[src/sv/law_pkg.sv]
package law_pkg;

    localparam int SYM_CELLS  = 10;
    localparam int TIME_CELLS = 36;

    // lane of the symbol-count divider chain
    typedef struct packed {
        logic        valid;
        logic [3:0]  rem;
        logic [3:0]  dvs;
        logic [9:0]  nq;      // numerator shifts out on top, quotient shifts in below
        logic [3:0]  sf;
        logic [18:0] bw;
        logic [15:0] pre;
        logic [2:0]  cr;
    } sym_lane_t;

    typedef struct packed {
        logic        valid;
        logic [9:0]  sym;
        logic [18:0] quarters;
        logic [3:0]  sf;
        logic [18:0] bw;
    } quarter_stage_t;

    typedef struct packed {
        logic        valid;
        logic [9:0]  sym;
        logic [18:0] quarters;
        logic [18:0] bw;
        logic [33:0] base;
    } base_stage_t;

    typedef struct packed {
        logic        valid;
        logic [9:0]  sym;
        logic [18:0] quarters;
        logic [18:0] bw;
        logic [51:0] num_us;
        logic [41:0] num_wait;
    } prod_stage_t;

    // lane of the airtime divider chain: both divisions step together
    typedef struct packed {
        logic        valid;
        logic        sat_u;
        logic        sat_w;
        logic [18:0] bw;
        logic [18:0] ru;
        logic [20:0] rw;
        logic [35:0] nu;
        logic [35:0] nw;
        logic [9:0]  sym;
        logic [18:0] quarters;
    } time_lane_t;

endpackage

[src/sv/law_time_cell.sv]
module law_time_cell
    import law_pkg::*;
(
    input  logic       clk,
    input  logic       rst_n,
    input  logic       advance,
    input  time_lane_t lane_in,
    output time_lane_t lane_out
);

    time_lane_t  lane_reg;
    time_lane_t  lane_next;
    logic [19:0] ru2;
    logic [21:0] rw2;
    logic        ge_u;
    logic        ge_w;

    // one quotient bit of each division
    always_comb
    begin
        ru2  = {lane_in.ru, lane_in.nu[35]};
        rw2  = {lane_in.rw, lane_in.nw[35]};
        ge_u = (ru2 >= {1'b0, lane_in.bw});
        ge_w = (rw2 >= {1'b0, lane_in.bw, 2'b00});
        lane_next    = lane_in;
        lane_next.ru = ge_u ? 19'(ru2 - {1'b0, lane_in.bw}) : ru2[18:0];
        lane_next.rw = ge_w ? 21'(rw2 - {1'b0, lane_in.bw, 2'b00}) : rw2[20:0];
        lane_next.nu = {lane_in.nu[34:0], ge_u};
        lane_next.nw = {lane_in.nw[34:0], ge_w};
    end

    always_ff @(posedge clk or negedge rst_n)
    begin
        if (!rst_n)
        begin
            lane_reg <= '0;
        end
        else if (advance)
        begin
            lane_reg <= lane_next;
        end
    end

    assign lane_out = lane_reg;

endmodule

[config.mk]
export PLATFORM = sky130hd
export DESIGN_NAME = law_time_cell
export DESIGN_NICKNAME = d
export VERILOG_FILES = /design/src/sv/law_pkg.sv /design/src/sv/law_time_cell.sv
export SDC_FILE = /design/constraint.sdc
export NUM_CORES = 1
export LEC_CHECK = 0
export ABC_AREA = 1
export BUFFER_PORTS_ARGS = -buffer_cell sky130_fd_sc_hd__buf_2
export CORE_AREA = 2 2 211 151
export DETAILED_ROUTE_END_ITERATION = 7
export DIE_AREA = 0 0 213 153
export MAX_ROUTING_LAYER = met4
export SYNTH_ARGS = -nofsm -noshare
export SYNTH_HDL_FRONTEND = slang
export SYNTH_SLANG_ARGS = --single-unit
[constraint.sdc]
create_clock -name clk -period 1.35 [get_ports clk]
set_input_delay 0.405 -clock clk [delete_from_list [all_inputs] [get_ports clk]]
set_output_delay 0.405 -clock clk [all_outputs]
set_load 0.1 [all_outputs]
# == Word-level counts from Yosys, hierarchy flattened ==
# Cells that the tools add are included.
# totals
regBits,163
# classes
add_sub_neg,2
order_cmp,2
mux,2
# op_table
cell,n
greater-or-equal comparator 22 x 21 -> 1 bit,1
two-way mux 21 bit,1
subtractor 21 bit,1
greater-or-equal comparator 20 x 19 -> 1 bit,1
two-way mux 19 bit,1
subtractor 19 bit,1

# == Logic depth before layout (Yosys ltp) ==
# depth
depth_word,2
mapped_depth,17
depth_no_buf,16

# == Worst setup path before layout ==
# No wires, ideal clock.
# synth_timing
path_kind,in2reg
start,in lane_in[102] (netlist bit)
end,reg lane_reg (netlist bit lane_out[106])
arrival_ps,2028
t_required_ps,1230
setup_slack_ps,-797
stages,15
n_path_buf,1
path_cell_list,inv_1 -> ha_1 -> inv_1 -> fa_1 -> nand2_2 -> nand2_2 -> nand3_1 -> nand2_1 -> nand2_1 -> nand2_2 -> nand2_4 -> buf_2 -> nand3b_1 -> nand3_1 -> nand2_1
# synth_via
elab_chain_cells,2
elab_cells_between_ends,3
# synth_lines
element,line_no,rtl
from (decl),law_time_cell.sv:7,"input time_lane_t lane_in,"
subtractor 21 bit / greater-or-equal comparator 22 x 21 -> 1 bit (equally long branches),"law_time_cell.sv:27, law_time_cell.sv:24",
two-way mux 21 bit *,law_time_cell.sv:27,"lane_next.rw = ge_w ? 21'(rw2 - {1'b0, lane_in.bw, 2'b00}) : rw2[20:0];"
to (signal assigned),law_time_cell.sv:40,lane_reg <= lane_next;
to (decl),law_time_cell.sv:11,time_lane_t lane_reg;
# Mark *: on every way between the ends. The rest lies on a longest branch, timed or not.
# A chain may end at the register's enable or synchronous reset.

# == Worst setup path in the final report ==
# layout_timing
start,in lane_in[102] (netlist bit)
end,reg lane_reg (netlist bit lane_out[118])
# The elaborated chain is that of the path after synthesis.

==> flow_summary.toml <==
[place]
port_buffers = 328
dpl_worst_slack_ns = -0.9900
placed_cells = 2089
placed_area_sq_um = 14900
gp_congestion = 0.8880
place_hpwl_mm = 26.52

[clock_network]
cts_buffers = 17
cts_max_level = 4
clk_path_buf_depth = 2
cts_tree = "done"
cts.sinks = 163
root_buffer = "clkbuf_16"
clk_latency_ns = 0.44
cts.clk_slew.worst_paths_ns = 0.07

[die]
dieHeight_um = 153
die_width_um = 213
placeableCoreArea_sq_um = 30610
start_util_pct = 29.44
rows = 54
die-area_sq_um = 32590
ios = 329

[detailed_routing]
routed_wl_mm = 35.33
wl_met2_mm = 15.68
post_drt_wl_per_cell_um = 16.02
vias = 9895
viasPerCell = 4.485
first_pass_iters = 5
antenna_left = 0
drt_iter0_drc = 701
highest_layer = "met4"
wl_met1_mm = 16.28
drc = 0
wl_met3_mm = 2.797

[logic_synthesis]
synth_edf_count = 0
synth_top_area_cell = "dfrtp_1"
synth_commonest_cells = "639 x nand2_1, 163 x dfrtp_1, 94 x inv_1, 70 x nand3_1, 38 x ha_1"
synth_area_sq_um = 9011
synthArstFlopShare_pct = 100.0
ys_ff_latch = 163
ys_warn_count = 0
avgSynthCellArea_sq_um = 7.291
synth_seq_area_share_pct = 45.27
yosysTopAreaCellShare_pct = 45.27
synth_cell_type_count = 29
synth_ff_type = "dfrtp_1"
yosysMostFrequentCell = "nand2_1"
syn_inst = 1236
syn_nets = 1442
synthTopCellsByArea = "dfrtp_1 45%, nand2_1 27%, ha_1 5.3%, inv_1 3.9%, nand3_1 3.9%"

[worst_hold_path]
hold_class = "in -> reg"
hold_path_depth = 3

[sta]
skew_ns = 0
slew_viol_final = 0
finalCriticalPeriod_ns = 1.809
rsz0062_at_grt = "yes"
slew_headroom_pct = 70.98
fin_ws_ns = -0.4586
worstMarginPinSlew_ns = 0.4320
period_share_pct = 134.0
final-setup-viol-count = 203
fmax_mhz = 552.9
finalHoldViolations = 0

[layout]
utilization_pct = 54.73
drive_gt1_share_pct = 39.84
areaGrowthSynthToFinish_pct = 85.89
num-nets-final = 1975
final_area_sq_um = 16750
largest_reg_flops = 163
fillCellCount = 2776
final_cells = 2206

[grt]
grt_pass1_wl_mm = 53.38
track_usage_pct = 21.98
grt-ovfl-total = 0
antenna_found_initial = 4
grt_pass1_vias = 9666
grt_max_degree = 50

[pwr]
p_sw_uw = 9302
p_sw_share_pct = 44.37
seq_power_share_pct = 29.0
peakVddDrop_mv = 0.8394
power.share.clock_pct = 22.5
internal_power_uw = 11660
p_total_uw = 20960
p_leak_uw = 0.008820
p_comb_share_pct = 48.5
p_per_area_nw_per_um2 = 1251

[setup_path]
worstReg2RegEnd = "lane_out[109]"
crit_chain = "buf_12 > inv_12 > ha_4 > inv_4 > fa_2 > nand2_4 > nand2_4 > nand3_4 > nand2_4 > nand2_4 > nand2_4 > nand2_8 > buf_12 > nand2_8 > nand2_4 > nand2_1 > nand2_1 > nand2_1"
slowest_stage = "fa_2"
max_stage_delay_ns = 0.38
r2r_start = "lane_out[109]"
crit_path_max_fanout = 5
crit_type = "in -> reg"
worstPathArrival_ns = 2.15
worstSetupEndpoint = "lane_out[118]"
crit_path_end_kind = "flop"
r2r_setup_slack_ns = 0.43
required_ns = 1.69
start_kind = "input pin"
cp_common_cell = "nand2_4"
crit_path_start = "lane_in[102]"
reg2reg_depth = 4

[status]
failed_checks = "setup timing"
status = "finished, violations left"

[run]
drv_cap = 0
## kinds of logic after synthesis
logic type | after synthesis | share of synthesized area (%)
fa+ha+maj | 40 | 5.721
flops | 163 | 45.27
compound gates | 61 | 3.652
simple gates | 814 | 37.57
xor+xnor | 16 | 1.555
buf+inv | 142 | 6.234
## power by group through the flow
stage | clock network [uW] | logic [uW] | registers (uW)
4_1_cts | 4840 | 9920 | 6070
5_1_grt | 5000 | 10600 | 6130
2_1_floorplan | 0 | 1700 | 9750
6_report | 4720 | 10200 | 6070
3_5_place_dp | 0 | 9490 | 6160
3_3_place_gp | 0 | 9430 | 6150
## cell usage in the layout, fill, tap and decap left out, types with 22 or more instances in the layout
master,synthesis,routed
dfrtp_1,163,155
buf_12,0,189
nand3b_1,35,35
nand2_1,639,609
buf_2,8,160
ha_1,38,22
nor2_1,37,32
nand3_1,70,57
buf_4,1,189
a21oi_1,29,25
inv_1,94,81
nand2_2,11,30
## per-stage QoR
stage          setup TNS (ns)  hold WS, ns
3_5_place_dp           -37.60       0.2905
2_1_floorplan          -22.95       0.1094
5_1_grt                -40.58       0.1431
6_report               -31.26       0.1596
3_3_place_gp           -35.82       0.2875
4_1_cts                -32.95       0.1350
## per-layer routing
layer | vias to the layer above | GRT usage (%)
li1 | 4916 | -
met3 | 35 | 4.931
met2 | 349 | 32.06
met4 | 0 | 5.728
met5 | - | -
met1 | 4595 | 30.62
## worst min-delay path by stage
stage,from,to,slack (ns)
6_report,lane_in[27],lane_out[27],0.16
5_1_grt,lane_in[27],lane_out[27],0.14
4_1_cts,lane_in[89],lane_out[90],0.13
3_5_place_dp,rst_n,lane_out[118],0.29
3_3_place_gp,rst_n,lane_out[153],0.29
2_1_floorplan,rst_n,lane_out[0],0.11
## worst max-delay path: cells and delay by family
family	cells	cell delay, ns
buffers and inverters	4	0.30
AND/OR/NAND/NOR	12	0.90
adder cells (fa/ha/maj)	2	0.52
## final cells by class
class	instances	area, sq um	share of cell area, %
Timing Repair Buffer	552	6187	36.94
Multi-Input combinational cell	936	4990	29.79
Sequential cell	163	4089	24.41
Tap cell	420	525.5	3.137
Clock buffer	17	425.4	2.540
Inverter	99	404.1	2.413
Clock inverter	15	120.1	0.7171
Antenna cell	4	10.01	0.05975
## timing repair
action / 4_1_cts / 5_1_grt
resized for setup: 78 / 54
setup buffers: 48 / 27
endpoints found under the setup margin: 203 / 203
pin swaps: 32 / 34
hold buffers: 1 / 0
gates cloned: 6 / 1
endpoints found under the hold margin: 14 / 0
(Power assumes the default switching activity.)
