<file path="config.mk">
export PLATFORM = sky130hd
export DESIGN_NAME = law_sym_cell
export DESIGN_NICKNAME = d
export VERILOG_FILES = /design/src/sv/law_pkg.sv /design/src/sv/law_sym_cell.sv
export SDC_FILE = /design/constraint.sdc
export NUM_CORES = 1
export LEC_CHECK = 0
export ABC_AREA = 1
export BUFFER_PORTS_ARGS = -buffer_cell sky130_fd_sc_hd__buf_2
export CAP_MARGIN = 20
export CORE_MARGIN = 2
export CORE_UTILIZATION = 49
export CTS_CLUSTER_DIAMETER = 200
export CTS_CLUSTER_SIZE = 8
export DETAILED_ROUTE_END_ITERATION = 16
export GPL_ROUTABILITY_DRIVEN = 0
export PLACE_DENSITY = 0.85
export SYNTH_ARGS = -nofsm -noshare
export SYNTH_HDL_FRONTEND = slang
export SYNTH_SLANG_ARGS = --single-unit
</file>
<file path="constraint.sdc">
create_clock -name clk -period 1.4 [get_ports clk]
set_clock_uncertainty 0.05 [all_clocks]
set_input_delay 0.42 -clock clk [delete_from_list [all_inputs] [get_ports clk]]
set_output_delay 0.42 -clock clk [all_outputs]
set_load 0.02 [all_outputs]
</file>
<file path="src/sv/law_pkg.sv">
package law_pkg;

    localparam int SYM_CELLS  = 10;
    localparam int TIME_CELLS = 36;

    // lane of the symbol-count divider chain
    typedef struct packed {
        logic        valid;
        logic [3:0]  rem;
        logic [3:0]  dvs;
        logic [9:0]  nq;      // numerator shifts out on top, quotient shifts in below
        logic [3:0]  sf;
        logic [18:0] bw;
        logic [15:0] pre;
        logic [2:0]  cr;
    } sym_lane_t;

    typedef struct packed {
        logic        valid;
        logic [9:0]  sym;
        logic [18:0] quarters;
        logic [3:0]  sf;
        logic [18:0] bw;
    } quarter_stage_t;

    typedef struct packed {
        logic        valid;
        logic [9:0]  sym;
        logic [18:0] quarters;
        logic [18:0] bw;
        logic [33:0] base;
    } base_stage_t;

    typedef struct packed {
        logic        valid;
        logic [9:0]  sym;
        logic [18:0] quarters;
        logic [18:0] bw;
        logic [51:0] num_us;
        logic [41:0] num_wait;
    } prod_stage_t;

    // lane of the airtime divider chain: both divisions step together
    typedef struct packed {
        logic        valid;
        logic        sat_u;
        logic        sat_w;
        logic [18:0] bw;
        logic [18:0] ru;
        logic [20:0] rw;
        logic [35:0] nu;
        logic [35:0] nw;
        logic [9:0]  sym;
        logic [18:0] quarters;
    } time_lane_t;

endpackage

</file>
<file path="src/sv/law_sym_cell.sv">
module law_sym_cell
    import law_pkg::*;
(
    input  logic      clk,
    input  logic      rst_n,
    input  logic      advance,
    input  sym_lane_t lane_in,
    output sym_lane_t lane_out
);

    sym_lane_t  lane_reg;
    sym_lane_t  lane_next;
    logic [4:0] r2;
    logic       ge;

    // one restoring division step
    always_comb
    begin
        r2        = {lane_in.rem, lane_in.nq[9]};
        ge        = (r2 >= {1'b0, lane_in.dvs});
        lane_next = lane_in;
        lane_next.rem = ge ? 4'(r2 - {1'b0, lane_in.dvs}) : r2[3:0];
        lane_next.nq  = {lane_in.nq[8:0], ge};
    end

    always_ff @(posedge clk or negedge rst_n)
    begin
        if (!rst_n)
        begin
            lane_reg <= '0;
        end
        else if (advance)
        begin
            lane_reg <= lane_next;
        end
    end

    assign lane_out = lane_reg;

endmodule

</file>
**Word level (Yosys, flattened, before mapping)**

Cells that the tools add are included.

- Word-level logic and storage cells: 11
- Input port bits: 64
- Bits in registers: 61

- $add $sub $neg: 1
- $lt $le $gt $ge: 1
- Mux-type cells: 1

Operator list:

| operator | number |
|---|---|
| $ge A5 B4 Y1 | 1 |
| $mux W4 | 1 |
| $sub A4 B4 Y4 | 1 |

**Logic depth before layout (Yosys ltp)**

Gate-level depths: netlist of the first run.

- Depth after elaboration: 2
- Gate-level depth with buffers: 10
- Gate-level depth less buffers: 10

**Worst setup path after synthesis of the first run**

OpenSTA, ideal clock, no wires.

- Kind: input-to-reg
- Start: input lane_in[51] (netlist name)
- End: register lane_reg, in the netlist lane_out[58]
- Arrival time: 1310 ps
- Setup slack: -77 ps
- Cell stages on the path: 7
- Cells stage by stage: inv_1 > ha_1 > fa_1 > xor2_1 > nand2_1 > nand3_1 > nand2_1

- Longest elaborated chain between the ends: 2

RTL lines:

| what | RTL line | RTL |
|---|---|---|
| start: declaration | law_sym_cell.sv:7 | `input sym_lane_t lane_in,` |
| $sub A4 B4 Y4 or $ge A5 B4 Y1 (tied branches) | law_sym_cell.sv:22, law_sym_cell.sv:20 |  |
| $mux W4 * | law_sym_cell.sv:22 | `lane_next.rem = ge ? 4'(r2 - {1'b0, lane_in.dvs}) : r2[3:0];` |
| end signal: assignment | law_sym_cell.sv:34 | `lane_reg <= lane_next;` |
| end: declaration | law_sym_cell.sv:11 | `sym_lane_t lane_reg;` |

Every way passes the cells marked *; elsewhere a longest branch is shown, timed or not.
A chain may end at the register's enable or synchronous reset.

**Worst setup path after layout of the first run**

- Start: register lane_reg, in the netlist lane_out[58]
- End: output lane_out[58] (netlist name)

RTL lines:

| what | RTL line | RTL |
|---|---|---|
| end: declaration | law_sym_cell.sv:8 | `output sym_lane_t lane_out` |

No word-level cell between the ends.

==> flow_summary.ini, run 1 <==
[status]
outcome = finished clean

[pwr]
p_leak_nw = 2.06
p_per_area_nw_per_um2 = 1210
fin_total_pwr_mw = 4.25
max-vdd-ir-drop_mv = 0.539

[synthesis]
synth_top_area_share_pct = 61.2
synth_area_sq_um = 2490
syn_inst = 287
ys_ff_latch = 61
synth_fp_nets = 356
ys_top_cells_by_area = dfrtp_1, nand2_1, ha_1
synth_largest_area_cell = dfrtp_1
ys_seq_area_share_pct = 61.2
synth_cell_types = 20
yosysWarnings = 0
synth.avg_cell_area_sq_um = 8.69

[floorplan]
dieArea_sq_um = 5680
ios = 125
initial_core_util_pct = 51.8
rows = 25
dieHeight_microns = 75.4
core-area_sq_um = 4820
dieWidth_microns = 75.4

[global_routing]
overflow = 0
grt_max_degree = 62
grt_pass1_vias = 2257
grt_pass1_wl_mm = 9.24
grt_usage_pct = 21.6
antenna_found_initial = 0

[worst_setup_path]
rrSetupSlack_ns = 0.72
worstPathRequired_ns = 0.93
critPathArrivalTime_ns = 0.89
cpLargestDelayFamily = flip-flops
cp_max_fo = 2
critPathBufInv = 1
max_stage_delay_ns = 0.40
r2r_end = lane_out[42]$_DFFE_PN0P_
ff2ff_path_depth = 2
endpoint_kind = output pin
critPathKind = register to output pin
crit_chain = buf_2
crit_start = lane_out[58]$_DFFE_PN0P_
r2r_start = lane_out[42]$_DFFE_PN0P_
crit_slowest_cell = dfrtp_1
start_kind = register

[clock_tree]
clk_path_buf_depth = 2
clk_latency_ns = 0.32
cts.repair.resized = 0
clkSlewWorstSetupHoldPaths_ns = 0.07
htreeDepth = 3
cts_hold_buf = 0
post-cts-setup-buffers = 0
cts_buffers = 9
cts_sinks = 61
cts-root-buf = clkbuf_8
cts_tree = yes

[routing]
drt_iter0_markers = 108
num_vias = 2283
wl_mm = 5.84
first_pass_iters = 4
route.detailed.drc = 0
wl_per_cell_microns = 11.8
detail_route.vias_per_cell = 4.62
ant_nets = 0

[timing]
hold_viol = 0
layout_min_cycle_time_ns = 1.36
grt_setup_unrepaired = false
slew_viol_final = 0
fin_ws_ns = 0.0415
tns_ns = 0
tightest_slew_ns = 0.316
setup_violations = 0
fmax_mhz = 736
fin_crit_sh_pct = 97.0
relSlewSlack_pct = 78.9

[finish]
diodes = 0
largest_reg_flops = 61
syn2layout_area_growth_pct = 40.2
finish.utilization_pct = 72.6
fin_nets = 491
drive_gt1_share_pct = 38.2

[hold_path]
min-delay-path-class = input port to asynchronous set/reset pin

[placement]
pre_cts_ws_ns = -0.264
dpl.hpwl_mm = 4.39
place.port_buffers = 124

[job]
drv_cap = 0
-- metrics by stage --
| step | hold WS [ns] | instance area, sq um | instances |
|---|---|---|---|
| final | 0.0410 | 3500 | 494 |
| after global routing | 0.0670 | 3500 | 494 |
| after CTS | 0.0505 | 3500 | 494 |
| after detailed placement | 0.400 | 3320 | 478 |
| after global placement | 0.398 | 3320 | 478 |
| after floorplan | 0.0744 | 2540 | 287 |
-- cell type report --
cell class,count,area [sq um]
multi-input cells,204,896
clock inverters,4,22.5
clock buffers,12,155
fillers,399,1320
repair buffers,137,768
inverters,9,46.3
flip-flops and latches,61,1530
well taps,67,83.8
-- kinds of logic after synthesis --
logic type / Yosys count / share of synthesized area, %
buf+inv: 22 / 4.16
fa+ha+maj: 5 / 2.81
xor+xnor: 1 / 0.351
simple gates: 192 / 30.2
flops: 61 / 61.2
compound gates: 6 / 1.25
-- worst max path at each step --
stage                     cells past startpoint                        to  slack (ns)
after detailed placement                      7  lane_out[57]$_DFFE_PN0P_       -0.26
after global routing                          1              lane_out[58]       0.004
after CTS                                     1              lane_out[58]        0.03
after global placement                        7  lane_out[57]$_DFFE_PN0P_       -0.24
after floorplan                               6  lane_out[57]$_DFFE_PN0P_       -0.03
final                                         1              lane_out[58]        0.04
-- per-layer routing --
metal / track usage [%] / wire length [microns] / vias to the layer above
li1: - / - / 1141
met3: 7.41 / 486 / 6
met1: 24.0 / 2410 / 1049
met2: 39.1 / 2900 / 87
met4: 6.43 / 45 / 0
met5: 0 / 0 / -
-- cell usage in the layout (no fill, tap or decap) --
cell type,count
inv_2,1
nor2_1,2
inv_12,1
xor2_1,1
o21ai_1,4
clkbuf_8,11
nand2_2,2
ha_1,2
nor2_4,1
buf_12,4
fa_2,1
clkinv_2,3
nand3b_1,1
buf_2,124
ha_4,2
a21oi_2,1
inv_1,7
nand3_1,8
clkbuf_1,1
buf_4,9
nand2_1,176
a31oi_1,1
dfrtp_1,61
clkinvlp_4,1
nor2_2,1
or2_4,1
-- cells in the mapped netlist --
cell	number
nand2_2	2
a21oi_1	1
buf_2	8
xor2_1	1
nand2_1	176
inv_2	1
a31oi_1	1
ha_1	4
nor2_2	1
buf_8	1
o21ai_1	4
nor2_4	1
inv_1	8
dfrtp_1	61
nand3b_1	1
clkbuf_1	4
fa_1	1
or2_4	1
nor2_1	2
nand3_1	8
-- power by group --
part	leakage (nW)	switching [mW]	total [mW]	internal, mW
clock	0.0921	0.625	1.35	0.729
combinational	1.23	0.550	0.883	0.333
sequential	0.740	0.0833	2.01	1.93
(Power assumes the default switching activity.)
==> inputs of run 2 (changes only) <==
- GPL_TIMING_DRIVEN: unset -> 0
- PLACE_DENSITY: 0.85 -> 0.83
- clock period: 1.4 -> 1.75 ns (I/O delays scaled with it)
==> run 2 against run 1 <==
Count of clock-buffer cells in the layout is 2 lower. Critical endpoint is now lane_out[56]$_DFFE_PN0P_. Sequential share of layout area is 0.76 points higher. Die area stayed put. Routed wire length is 1.0% higher. Total power is 14% lower. Via count is 0.57% higher. Register-to-register slack better by 0.33 ns. Worst hold slack better by 0.16 ns. Largest power group unchanged. Utilization is 1.2 points lower.
==> flow_summary.ini, run 2 (synthesis gave the netlist of run 1 again) <==
[floorplan]
dieWidth_microns = 75.4
dieHeight_microns = 75.4
dieArea_sq_um = 5680
initial_core_util_pct = 51.8
rows = 25
ios = 125
core-area_sq_um = 4820

[global_routing]
met2_usage_pct = 38.3
use_met1_pct = 25.5
grt_pass1_vias = 2182
grt_pass1_wl_mm = 9.30
grt_max_degree = 33
overflow = 0
busiest_layer = met2
antenna_found_initial = 0
grt_usage_pct = 21.8
use_met3_pct = 4.63

[job]
drv_cap = 0

[pwr]
max-vdd-ir-drop_mv = 0.483
p_leak_nw = 2.04
p_per_area_nw_per_um2 = 1060
fin_total_pwr_mw = 3.65

[clock_tree]
cts-root-buf = clkbuf_8
clkSlewWorstSetupHoldPaths_ns = 0.07
cts_hold_buf = 0
clk_path_buf_depth = 2
cts_sinks = 61
cts_buffers = 9
clk_latency_ns = 0.32
cts.repair.resized = 0
htreeDepth = 3
cts_tree = yes
post-cts-setup-buffers = 0

[timing]
layout_min_cycle_time_ns = 1.47
grt_setup_unrepaired = false
fmax_mhz = 681
hold_slack_ns = 0.206
fin_crit_sh_pct = 83.9
hold_viol = 0
tightest_slew_ns = 0.730
setup_violations = 0
relSlewSlack_pct = 51.3
slew_viol_final = 0

[finish]
final_common_cell = nand2_1
layout.cell_area.non_filler_sq_um = 3440
finish.utilization_pct = 71.4
diodes = 0
drive_gt1_share_pct = 36.3
mostFrequentLayoutCells = nand2_1, buf_2, dfrtp_1, clkbuf_8
largest_reg_flops = 61
fin_nets = 491
syn2layout_area_growth_pct = 37.8

[worst_setup_path]
start_kind = input port
cp_max_fo = 6
critPathArrivalTime_ns = 1.68
worstPathRequired_ns = 1.96
critPathKind = input port to register
endpoint_kind = register

[placement]
place.port_buffers = 123
placed_area_sq_um = 3210
dpl.hpwl_mm = 4.39

[routing]
detail_route.vias_per_cell = 4.65
drt_iter0_markers = 164
route.detailed.drc = 0
wl_mm = 5.90
first_pass_iters = 4
ant_nets = 0
num_vias = 2296
wl_per_cell_microns = 11.9

[status]
outcome = finished clean

[hold_path]
min-delay-path-class = input port to asynchronous set/reset pin
[run 2: cell count changes in the layout (fill, tap and decap cells not counted), sizes merged]
cell,previous run,this run
buf,137,133
bufinv,0,2
clkbuf,12,14
[run 2: where the power goes]
part	switching (mW)	total (mW)	internal, mW
clock network	0.531	1.37	0.837
logic	0.428	0.668	0.240
registers	0.0675	1.61	1.54
total	1.03	3.65	2.62
[run 2: final cells by class]
class | instances | area, sq um
flip-flops and latches | 61 | 1530
plain buffers | 13 | 70.1
clock inverters | 6 | 86.3
fillers | 404 | 1380
clock buffers | 10 | 138
repair buffers | 124 | 636
well taps | 67 | 83.8
multi-input cells | 204 | 865
inverters | 9 | 33.8
[run 2: path summary, 6_finish.rpt]
kind | from | to | slack (ns) | cells past startpoint
hold / removal | rst_n | lane_out[60]$_DFFE_PN0P_ | 0.21 | 1
setup reg to reg | lane_out[23]$_DFFE_PN0P_ | lane_out[23]$_DFFE_PN0P_ | 1.05 | 2
min in group clk | lane_in[44] | lane_out[45]$_DFFE_PN0P_ | 0.35 | 3
hold reg to reg | lane_out[10]$_DFFE_PN0P_ | lane_out[10]$_DFFE_PN0P_ | 0.42 | 2
max in group asynchronous | rst_n | lane_out[46]$_DFFE_PN0P_ | 0.84 | 2
setup / recovery | lane_in[54] | lane_out[56]$_DFFE_PN0P_ | 0.28 | 10
[run 2: layer usage]
metal | up-vias | share of wire [%]
met5 | - | 0
met3 | 9 | 7.6
met2 | 96 | 49
li1 | 1143 | -
met1 | 1048 | 42
met4 | 0 | 1.4
[run 2: stage by stage]
step / setup TNS (ns) / cells / setup slack [ns]
final: 0 / 494 / 0.281
after global routing: 0 / 494 / 0.182
after detailed placement: -0.140 / 478 / -0.0503
after CTS: 0 / 494 / 0.275
after global placement: -0.00705 / 477 / -0.00705
after floorplan: 0 / 287 / 0.168
[run 2: worst max-delay path: stages]
cell and delay, ns:
buf_2 0.07, inv_1 0.04, ha_1 0.34, a21oi_1 0.21, nand2_1 0.09, nand2_2 0.13
nand2_2 0.08, nand2_1 0.07, nand3_1 0.06, nand2_1 0.06
